`src/rtl/box_vs_line_table_collision_core_defines.svh`:
```
// ----------------------------------------------------------------------------
// box vs line table collision core - assertion macros
// wraps concurrent assertions so they can be compiled out with ASSERT_OFF
// ----------------------------------------------------------------------------
`ifndef BOX_VS_LINE_TABLE_COLLISION_CORE_DEFINES_SVH
`define BOX_VS_LINE_TABLE_COLLISION_CORE_DEFINES_SVH

`ifndef ASSERT_OFF
// checked on every clock edge while rst is low
`define BVL_ASSERT(lbl, prop, msg) \
  lbl: assert property (@(posedge clk) disable iff (rst) prop) else $error(msg);
// checked on every clock edge, reset included
`define BVL_ASSERT_ALWAYS(lbl, prop, msg) \
  lbl: assert property (@(posedge clk) prop) else $error(msg);
`else
`define BVL_ASSERT(lbl, prop, msg)
`define BVL_ASSERT_ALWAYS(lbl, prop, msg)
`endif

`endif

```
`src/rtl/bvl_pkg.sv`:
```
// ----------------------------------------------------------------------------
// bvl_pkg
// shared types, request codes and helpers of the box vs line collision core
// ----------------------------------------------------------------------------
package bvl_pkg;

  localparam int MAX_LINES_DEF = 64;

  localparam int S_TDATA_W = 104;
  localparam int S_TUSER_W = 2;
  localparam int M_TDATA_W = 40;

  // request codes carried in the input word's tuser
  localparam logic [1:0] REQ_CLEAR  = 2'd0;
  localparam logic [1:0] REQ_APPEND = 2'd1;
  localparam logic [1:0] REQ_QUERY  = 2'd2;

  // -1.0 in q8.8
  localparam logic signed [15:0] VEL_NEG_ONE = -16'sd256;

  // one stored line collider, 51 bits
  typedef struct packed {
    logic signed [15:0] x;
    logic signed [15:0] y;
    logic signed [15:0] len;
    logic               along_x;
    logic               blk_before;
    logic               blk_after;
  } line_t;

  localparam int LINE_W = $bits(line_t);

  function automatic logic signed [15:0] sat16(input logic signed [17:0] v);
    logic signed [15:0] r;
    if (v > 18'sd32767) begin
      r = 16'sh7fff;
    end else if (v < -18'sd32768) begin
      r = 16'sh8000;
    end else begin
      r = v[15:0];
    end
    return r;
  endfunction

endpackage

```
`src/rtl/bvl_ram.sv`:
```
// ----------------------------------------------------------------------------
// bvl_ram
// generic single write port, single read port ram with registered read
// ----------------------------------------------------------------------------
module bvl_ram #(
  parameter int WIDTH = 8,
  parameter int DEPTH = 16
) (
  input  logic                     clk,
  input  logic                     we,
  input  logic [$clog2(DEPTH)-1:0] waddr,
  input  logic [WIDTH-1:0]         wdata,
  input  logic                     re,
  input  logic [$clog2(DEPTH)-1:0] raddr,
  output logic [WIDTH-1:0]         rdata
);

  logic [WIDTH-1:0] mem [DEPTH];

  always_ff @(posedge clk) begin
    if (we) begin
      mem[waddr] <= wdata;
    end
    if (re) begin
      rdata <= mem[raddr];
    end
  end

endmodule

```
`src/rtl/box_vs_line_table_collision_core.sv`:
```
// ----------------------------------------------------------------------------
// box_vs_line_table_collision_core
// table of axis-aligned one-way line colliders with a box collision query
// ----------------------------------------------------------------------------
// The core holds up to MAX_LINES line colliders in a ram, in append order.
// Each input word is a request selected by s_tuser: clear empties the table,
// append stores one line (or reports table_full when the table is already
// full), query scans the stored lines in order and returns the snapped box
// position for the first line that the box strictly straddles while moving
// in a direction the line blocks. Every request gives exactly one output
// word. Clear and append go straight to the done state; a query scans the
// table first and stops early on a hit. A finished word then waits in the
// done state until the output register is free to take it. The scan is
// paced by the single probe unit, which checks one stored line per cycle
// behind the ram's registered read port. The input is not ready while a
// request is in work, but a new request is taken while a finished output
// word still waits on m_tready. The table needs no clearing pass: only
// entries below the fill count are ever read.
`include "box_vs_line_table_collision_core_defines.svh"

module box_vs_line_table_collision_core
  import bvl_pkg::*;
#(
  parameter int MAX_LINES = MAX_LINES_DEF
) (
  input  logic                 clk,
  input  logic                 rst,
  // input words
  input  logic                 s_tvalid,
  output logic                 s_tready,
  // [15:0] coord_x, [31:16] coord_y, [47:32] extent, [62:48] box_height,
  // [78:63] vel_x, [94:79] vel_y, [95] runs_along_x,
  // [96] blocks_from_before, [97] blocks_from_after, [103:98] zero
  input  logic [S_TDATA_W-1:0] s_tdata,
  // [1:0] req_type
  input  logic [S_TUSER_W-1:0] s_tuser,
  // output words
  output logic                 m_tvalid,
  input  logic                 m_tready,
  // [0] hit, [16:1] snap_x, [32:17] snap_y, [33] table_full, [39:34] zero
  output logic [M_TDATA_W-1:0] m_tdata
);

  localparam int AW = $clog2(MAX_LINES);
  localparam int CW = $clog2(MAX_LINES + 1);
  localparam logic [CW-1:0] FULL_COUNT = CW'(MAX_LINES);

  // sequencer states
  localparam logic [1:0] ST_IDLE = 2'd0;
  localparam logic [1:0] ST_SCAN = 2'd1;
  localparam logic [1:0] ST_DONE = 2'd2;

  logic [1:0]    state;
  logic [CW-1:0] count;       // lines in the table
  logic [CW-1:0] idx;         // next entry to read during a scan
  logic          pend;        // read data of entry idx-1 is valid

  // query box, held for the scan
  logic signed [15:0] q_left;
  logic signed [15:0] q_top;
  logic signed [15:0] q_w;
  logic        [14:0] q_h;
  logic signed [15:0] q_vx;
  logic signed [15:0] q_vy;

  // result waiting for the output register
  logic               res_hit;
  logic signed [15:0] res_sx;
  logic signed [15:0] res_sy;
  logic               res_full;

  logic       s_acc;
  logic [1:0] req;
  logic       full;
  logic       ram_we;
  logic       ram_re;
  line_t      wr_line;
  line_t      rd_line;
  logic       slot_free;

  assign s_tready  = (state == ST_IDLE);
  assign s_acc     = s_tvalid && s_tready;
  assign req       = s_tuser[1:0];
  assign full      = (count == FULL_COUNT);
  assign slot_free = !m_tvalid || m_tready;

  // line being appended, straight from the input word
  assign wr_line.x          = s_tdata[15:0];
  assign wr_line.y          = s_tdata[31:16];
  assign wr_line.len        = s_tdata[47:32];
  assign wr_line.along_x    = s_tdata[95];
  assign wr_line.blk_before = s_tdata[96];
  assign wr_line.blk_after  = s_tdata[97];

  assign ram_we = s_acc && (req == REQ_APPEND) && !full;
  assign ram_re = (state == ST_SCAN) && (idx < count);

  bvl_ram #(
    .WIDTH (LINE_W),
    .DEPTH (MAX_LINES)
  ) u_line_ram (
    .clk   (clk),
    .we    (ram_we),
    .waddr (count[AW-1:0]),
    .wdata (wr_line),
    .re    (ram_re),
    .raddr (idx[AW-1:0]),
    .rdata (rd_line)
  );

  // ---------------------------------------------------------------------
  // probe unit: tests one stored line against the query box per cycle
  // ---------------------------------------------------------------------
  logic signed [17:0] lx, ly, x_end, y_end;
  logic signed [17:0] box_l, box_t, box_r, box_b;
  logic               in_h, in_v;
  logic               probe_hit;
  logic signed [17:0] sx_raw, sy_raw;

  always_comb begin
    lx    = 18'(rd_line.x);
    ly    = 18'(rd_line.y);
    x_end = lx + 18'(rd_line.len);
    y_end = ly + 18'(rd_line.len);
    box_l = 18'(q_left);
    box_t = 18'(q_top);
    box_r = box_l + 18'(q_w);
    box_b = box_t + signed'({3'b000, q_h});

    in_h = (box_t < ly) && (box_b > ly) && (box_r > lx) && (box_l < x_end);
    in_v = (box_l < lx) && (box_r > lx) && (box_b > ly) && (box_t < y_end);

    probe_hit = 1'b0;
    sx_raw    = box_l;
    sy_raw    = box_t;
    if (rd_line.along_x) begin
      if (in_h && rd_line.blk_before && (q_vy > VEL_NEG_ONE)) begin
        // landing on top of the line
        probe_hit = 1'b1;
        sy_raw    = ly - signed'({3'b000, q_h});
      end else if (in_h && rd_line.blk_after && (q_vy < 16'sd0)) begin
        // bumping up from below
        probe_hit = 1'b1;
        sy_raw    = ly;
      end
    end else begin
      if (in_v && rd_line.blk_before && (q_vx > 16'sd0)) begin
        // moving right into the line
        probe_hit = 1'b1;
        sx_raw    = lx - 18'(q_w);
      end else if (in_v && rd_line.blk_after && (q_vx < 16'sd0)) begin
        // moving left into the line
        probe_hit = 1'b1;
        sx_raw    = lx;
      end
    end
  end

  // ---------------------------------------------------------------------
  // sequencer
  // ---------------------------------------------------------------------
  always_ff @(posedge clk) begin
    if (rst) begin
      state    <= ST_IDLE;
      count    <= '0;
      idx      <= '0;
      pend     <= 1'b0;
      m_tvalid <= 1'b0;
    end else begin
      // output register: load a finished word, else drop a taken one
      if ((state == ST_DONE) && slot_free) begin
        m_tvalid <= 1'b1;
      end else if (m_tready) begin
        m_tvalid <= 1'b0;
      end
      case (state)
        ST_IDLE: begin
          if (s_acc) begin
            res_hit  <= 1'b0;
            res_sx   <= '0;
            res_sy   <= '0;
            res_full <= 1'b0;
            state    <= ST_DONE;
            case (req)
              REQ_CLEAR: begin
                count <= '0;
              end
              REQ_APPEND: begin
                if (full) begin
                  res_full <= 1'b1;
                end else begin
                  count <= count + 1'b1;
                end
              end
              REQ_QUERY: begin
                q_left <= s_tdata[15:0];
                q_top  <= s_tdata[31:16];
                q_w    <= s_tdata[47:32];
                q_h    <= s_tdata[62:48];
                q_vx   <= s_tdata[78:63];
                q_vy   <= s_tdata[94:79];
                idx    <= '0;
                pend   <= 1'b0;
                state  <= ST_SCAN;
              end
              default: begin
                // unknown request: no effect, zero result
              end
            endcase
          end
        end
        ST_SCAN: begin
          pend <= ram_re;
          if (ram_re) begin
            idx <= idx + 1'b1;
          end
          if (pend && probe_hit) begin
            res_hit <= 1'b1;
            res_sx  <= sat16(sx_raw);
            res_sy  <= sat16(sy_raw);
            state   <= ST_DONE;
          end else if (idx == count) begin
            // last entry checked without a hit, or empty table
            state <= ST_DONE;
          end
        end
        ST_DONE: begin
          if (slot_free) begin
            m_tdata  <= {6'b000000, res_full, res_sy, res_sx, res_hit};
            state    <= ST_IDLE;
          end
        end
        default: begin
          state <= ST_IDLE;
        end
      endcase
    end
  end

  // ---------------------------------------------------------------------
  // assertions
  // ---------------------------------------------------------------------
  `BVL_ASSERT(a_append_grows, (!rst && s_acc && req == REQ_APPEND && !full) |=> (count == $past(count) + 1'b1), "append did not grow the table")
  `BVL_ASSERT(a_clear_empties, (!rst && s_acc && req == REQ_CLEAR) |=> (count == '0), "clear left lines in the table")
  `BVL_ASSERT(a_query_starts, (!rst && s_acc && req == REQ_QUERY) |=> (state == ST_SCAN && idx == '0 && !pend), "query scan did not start at entry zero")
  `BVL_ASSERT(a_scan_bound, (state == ST_SCAN) |-> (idx <= count), "scan ran past the fill count")
  `BVL_ASSERT_ALWAYS(a_hit_not_full, m_tvalid |-> !(m_tdata[0] && m_tdata[33]), "output word flags hit and table_full together")

endmodule

```
`config.mk`:
```
export PLATFORM = sky130hd
export DESIGN_NAME = box_vs_line_table_collision_core
export DESIGN_NICKNAME = d
export VERILOG_FILES = /design/src/rtl/bvl_pkg.sv /design/src/rtl/bvl_ram.sv /design/src/rtl/box_vs_line_table_collision_core.sv
export VERILOG_INCLUDE_DIRS = /design/src /design/src/rtl
export SDC_FILE = /design/constraint.sdc
export NUM_CORES = 2
export LEC_CHECK = 0
export ABC_AREA = 1
export BUFFER_PORTS_ARGS = -buffer_cell sky130_fd_sc_hd__buf_2
export CAP_MARGIN = 20
export CORE_ASPECT_RATIO = 1.1
export CORE_MARGIN = 10
export CORE_UTILIZATION = 40
export DETAILED_ROUTE_END_ITERATION = 8
export SLEW_MARGIN = 15
export SYNTH_ARGS = -nofsm -noshare
export SYNTH_HDL_FRONTEND = slang
export SYNTH_SLANG_ARGS = --single-unit
```
`constraint.sdc`:
```
create_clock -name clk -period 8.3 [get_ports clk]
set_input_delay 0.83 -clock clk [delete_from_list [all_inputs] [get_ports clk]]
set_output_delay 0.83 -clock clk [all_outputs]
set_load 0.05 [all_outputs]
```
Yosys cells after proc, flatten, opt, wreduce, memory -nomap -nowiden

Memories as Yosys holds them, arrays and structs flattened. A register that Yosys moved wholly into a read port is not among the register bits.
Index checks and enable logic that the tools add are counted.

Register bits: 181
Memory bits (writable): 3264
Input port bits: 110
Output and inout port bits: 42
Memories kept: 1

$add $sub $neg: 8
Order comparisons: 15
Equal/unequal tests: 13
Multiplexer cells: 43
Bitwise gates (word level): 1
Reduce and logical (&&, ||, !) cells: 36

Memory list:

| memory         | words | width | read ports | clocked after memory_dff | wr ports | line          | RTL |
|---|---|---|---|---|---|---|---|
| u_line_ram.mem | 64    | 51    | 1          | 1                        | 1        | bvl_ram.sv:18 | `logic [WIDTH-1:0] mem [DEPTH];` |

Operators by type and width:

| cell                 | number |
|---|---|
| $mux 16              | 7 |
| $mux 18              | 6 |
| $add 16x16->17       | 4 |
| $pmux 16 s2          | 2 |
| $gt 18x16->1 const B | 2 |
| $lt 18x16->1 const B | 2 |
| $gt 17x16->1         | 2 |
| $lt 16x17->1         | 2 |
| $sub 16x16->17       | 2 |
| $lt 16x1->1 const B  | 2 |
| $lt 16x16->1         | 2 |
| $mux 7               | 4 |
| $pmux 7 s2           | 2 |
| $logic_and 1x1->1    | 20 |
| $gt 16x1->1 const B  | 1 |
| $gt 16x9->1 const B  | 1 |
| $reduce_and 4->1     | 4 |
| $add 7x1->7 const B  | 2 |
| $mux 1               | 14 |
| $reduce_and 3->1     | 4 |
| $mux 2               | 5 |
| $eq 7x7->1           | 1 |
| $eq 7x7->1 const B   | 1 |
| $lt 7x7->1           | 1 |
| other kinds (12)     | 23 |

Logic depth before layout (Yosys ltp)

Depth after elaboration: 15
Gate-level depth with buffers: 37
Depth with buffers taken out: 36

By module

Synthesis repeated with hierarchy kept, for this count alone.

Cell total of the unflattened synthesis: 12492
Area, all modules: 147151.1 µm²

By module, submodules not included:

| module                           | times used | cells each | area an instance (µm²) | seq. area each (µm²) |
|---|---|---|---|---|
| bvl_ram                          | 1          | 10741      | 132683.5               | 99545.5 |
| box_vs_line_table_collision_core | 1          | 1751       | 14467.6                | 5255.0 |

Least setup slack after synthesis

OpenSTA, ideal clock, no wires.

Path type: flip-flop to flip-flop
Start point: register state[1]
End point: register q_h[0], enable pin
Arrival: 7889 ps
Setup slack: -255 ps
Cell stages (with the launch flop): 6
Path buffers: 0
Cells stage by stage: dfxtp_1 -> nor2_1 -> inv_1 -> nor2_1 -> inv_1 -> nor3_1

Cells in the longest elaborated chain, start to end: 3

Ends and longest elaborated chain:

| element                               | line                                    | RTL |
|---|---|---|
| from (decl)                           | box_vs_line_table_collision_core.sv:53  | `logic [1:0] state;` |
| from (signal assigned)                | box_vs_line_table_collision_core.sv:164 | `state <= ST_IDLE;` |
| from (signal assigned)                | box_vs_line_table_collision_core.sv:183 | `state <= ST_DONE;` |
| from (signal assigned)                | box_vs_line_table_collision_core.sv:204 | `state <= ST_SCAN;` |
| $logic_not 2->1 (*)                   | box_vs_line_table_collision_core.sv:81  | `assign s_tready = (state == ST_IDLE);` |
| net s_tready                          | box_vs_line_table_collision_core.sv:30  | `output logic s_tready,` |
| $logic_and 1x1->1                     | box_vs_line_table_collision_core.sv:82  | `assign s_acc = s_tvalid && s_tready;` |
| $reduce_and 4->1 (no source line) (*) | --                                      |  |
| to (signal assigned)                  | box_vs_line_table_collision_core.sv:199 | `q_h <= s_tdata[62:48];` |
| to (decl)                             | box_vs_line_table_collision_core.sv:62  | `logic [14:0] q_h;` |

Mark *: on every way through the listed nets, which the timed path passes. The rest lies on a longest branch.
A chain may end at the register's enable or synchronous reset.

Worst setup path after layout

Start point: register u_line_ram.rdata[35], read port of u_line_ram.mem
End point: register res_sx[3], enable pin

Cells in the longest elaborated chain, start to end: 12

Ends and longest elaborated chain:

| element                                                | line                                    | RTL |
|---|---|---|
| from (decl)                                            | bvl_ram.sv:15                           | `output logic [WIDTH-1:0] rdata` |
| branches (longest 8 deep; another with $add 16x16->17) | --                                      |  |
| $mux 1 (*)                                             | box_vs_line_table_collision_core.sv:136 | `if (rd_line.along_x) begin` |
| $logic_and 1x1->1 (*)                                  | box_vs_line_table_collision_core.sv:217 | `if (pend && probe_hit) begin` |
| $ne 2x1->1 (no source line) (*)                        | --                                      |  |
| $reduce_and 4->1 (no source line) (*)                  | --                                      |  |
| to (signal assigned)                                   | box_vs_line_table_collision_core.sv:219 | `res_sx <= sat16(sx_raw);` |
| to (decl)                                              | box_vs_line_table_collision_core.sv:68  | `logic signed [15:0] res_sx;` |

Every way passes the cells marked *.

==> out/metrics.cfg <==
[global_routing]
grt_use_total = 0.234
busiest_layer = met2
gr-usage-met3 = 0.0391
grt_max_degree = 208
grt_pass1_wl_um = 658000
use_met2 = 0.383
antenna_found_initial = 42
grt_pass1_vias = 92180
gr-total-overflow = 0
grtUsageMet1 = 0.308

[place]
post-place-ws_ns = 2.07
placed_area_um2 = 149000
place.gp.congestion = 0.888
hpwl_um = 250000
io_buffer_count = 139

[yosys]
syn_inst = 11161
synthFlopType = edfxtp_1
synth_edf_count = 3478
yosys.area.top_type = edfxtp_1
mappedNetlistArea_um2 = 142000
syn_avg_cell_area_um2 = 12.8
synth_top_area_frac = 0.733
synthArstFlopShare = 0
ys_types = 55
synth.yosys.seq_area_share = 0.736
synthTopCellsByArea = edfxtp_1, o21ai_0, nor2_1
ys_seq_elements = 3496
ys_warn_count = 0

[flow_run]
max-cap-violations = 0

[critical_path]
startpoint_type = flip-flop
path_class = reg -> reg
cp_max_fo = 33
cpPeakStageDelay_ns = 0.63
cp_common_cell = nand2_1
cp.arrival_ns = 6.78
slowest_stage = nand4_2
end_kind = flip-flop
required_ns = 8.81

[routing]
vias_per_cell = 5.98
drtIter0Drc = 12845
via_count = 96604
wl_per_cell_um = 28.9
drt_wl_total_um = 466000
postRouteAntennaNets = 0
drcViolationCount = 2
first_pass_iters = 8

[timing]
min_period_ns = 6.27
worst_pin_slew_ns = 1.23
layout_worst_path_cycle_share = 0.756
fin_setup_tns_ns = 0
finalMaxSlewViolations = 0
fin_ws_ns = 2.03
finalHoldViolations = 0
fin_skew_ns = 0.0785
slew_headroom = 0.182
rsz0062_at_grt = false
setup_viol = 0
clock.fmax_mhz = 159

[power]
irDropWorstVdd_mv = 0.163
p_per_area_nw_per_um2 = 220
p_leak_nw = 52.8

[die]
die_height_um = 646
design.die.area_um2 = 381000
die_w_um = 589
io_pins = 152
initial_core_util = 0.402
coreArea_um2 = 354000
std_cell_rows = 229

[finish]
drive_above_1_share = 0.0843
final_area_um2 = 160000
mostFrequentLayoutCell = edfxtp_1
post-route-util = 0.452
syn_to_final_growth_pct = 12.3
layout_common_cells = edfxtp_1, nor2_1, o21ai_0
fill_cells = 31261
fin_nets = 11458

[clocking]
postCtsHoldBufs = 0
ctsResizeCount = 0
cts_buffer_depth = 4
tritoncts = yes
htreeDepth = 5
postCtsSetupBuffers = 0
clock_latency_ns = 0.93
path_clk_slew_ns = 0.06
clock-sinks = 3496
cts_buffers = 344
cts_root_buf = clkbuf_16

[worst_hold_path]
hp-class = in -> reg

[run_status]
outcome = finished, violations left
violations = DRC

cells in the mapped netlist, types with 4 or more instances:
master	instances
a22oi_1	8
nor2_1	2368
nor3_1	31
xor2_1	53
buf_4	11
nand4_2	4
clkbuf_1	614
nor4_1	7
dfxtp_1	18
a211oi_1	4
a21o_1	10
nand4_4	4
or2_2	8
clkinv_1	5
a31oi_1	11
nand2_1	387
o21bai_1	6
xnor2_1	22
o21ai_0	2093
o211ai_1	21
a21boi_0	6
a21oi_2	10
ha_1	200
nand3_1	70
nand4_1	20
a21oi_1	180
o32ai_1	75
buf_1	25
buf_2	92
o22ai_1	993
fa_1	6
edfxtp_1	3478
inv_1	243
o21ai_1	36
o21a_1	5
worst paths after layout:
path	start	to	slack, ns	cells after the start
setup / recovery	u_line_ram.rdata[35]	res_sx[3]	2.03	28
hold / removal	s_tdata[71]	q_vx[8]	0.11	1
setup reg to reg	u_line_ram.rdata[35]	res_sx[3]	2.03	28
hold reg to reg	res_sy[11]	m_tdata[28]	0.40	0
stage by stage:
step	std cells	total power, mW	hold WS [ns]
floorplan	11166	20.1	0.400
global placement	15523	20.5	0.410
detailed placement	15525	20.5	0.405
CTS	16126	35.4	0.0429
global route	16136	36.1	0.0759
finish	16147	35.2	0.105
cell type report:
class / instances / area, um^2 / share of cell area
diodes: 15 / 37.5 / 0.000235
clock buffers: 412 / 8910 / 0.0557
clock inverters: 189 / 1710 / 0.0107
inverters: 250 / 982 / 0.00614
multi-input cells: 6675 / 34300 / 0.214
flip-flops and latches: 3496 / 105000 / 0.655
well taps: 4735 / 5920 / 0.0370
repair buffers: 375 / 3320 / 0.0207
power breakdown:
group / leakage [nW] / internal, mW / switching, mW / total, mW
registers: 31.4 / 19.4 / 0.0193 / 19.5
clock network: 5.21 / 8.52 / 6.58 / 15.1
logic: 16.2 / 0.127 / 0.529 / 0.656
total: 52.8 / 28.1 / 7.13 / 35.2
kinds of logic (layout without fill, tap and decap cells):
logic type      Yosys count  after routing  synth area share
other cells               1             21         0.0000263
compound gates         3472           3472             0.134
fa+ha+maj               206            206            0.0184
xor+xnor                 75             75           0.00461
buf+inv                 995           1226            0.0274
flops                  3496           3496             0.736
simple gates           2916           2916            0.0796
sequential cells by signal (all words and copies together) (netlist names), 16 cells and up:
register,cells
res_sy,16
q_vx,16
q_top,16
res_sx,16
q_vy,16
u_line_ram.mem,3264
q_left,16
q_w,16
u_line_ram.rdata,51
m_tdata,34
per-layer routing:
metal,share of wire,up-vias
met4,0.051,22
met2,0.46,5374
li1,-,41489
met5,0.00031,-
met1,0.38,48628
met3,0.10,1091
worst max-delay path: cells and delay by family, from the launching register on:
kind | cells | cell delay (ns)
adders and majority gates | 3 | 0.90
and+or+nand+nor | 13 | 2.25
AOI/OAI and AO/OA | 8 | 1.56
DFF | 1 | 0.61
buffers and inverters | 4 | 0.60
Note: power is estimated with default switching activity, not from simulation.
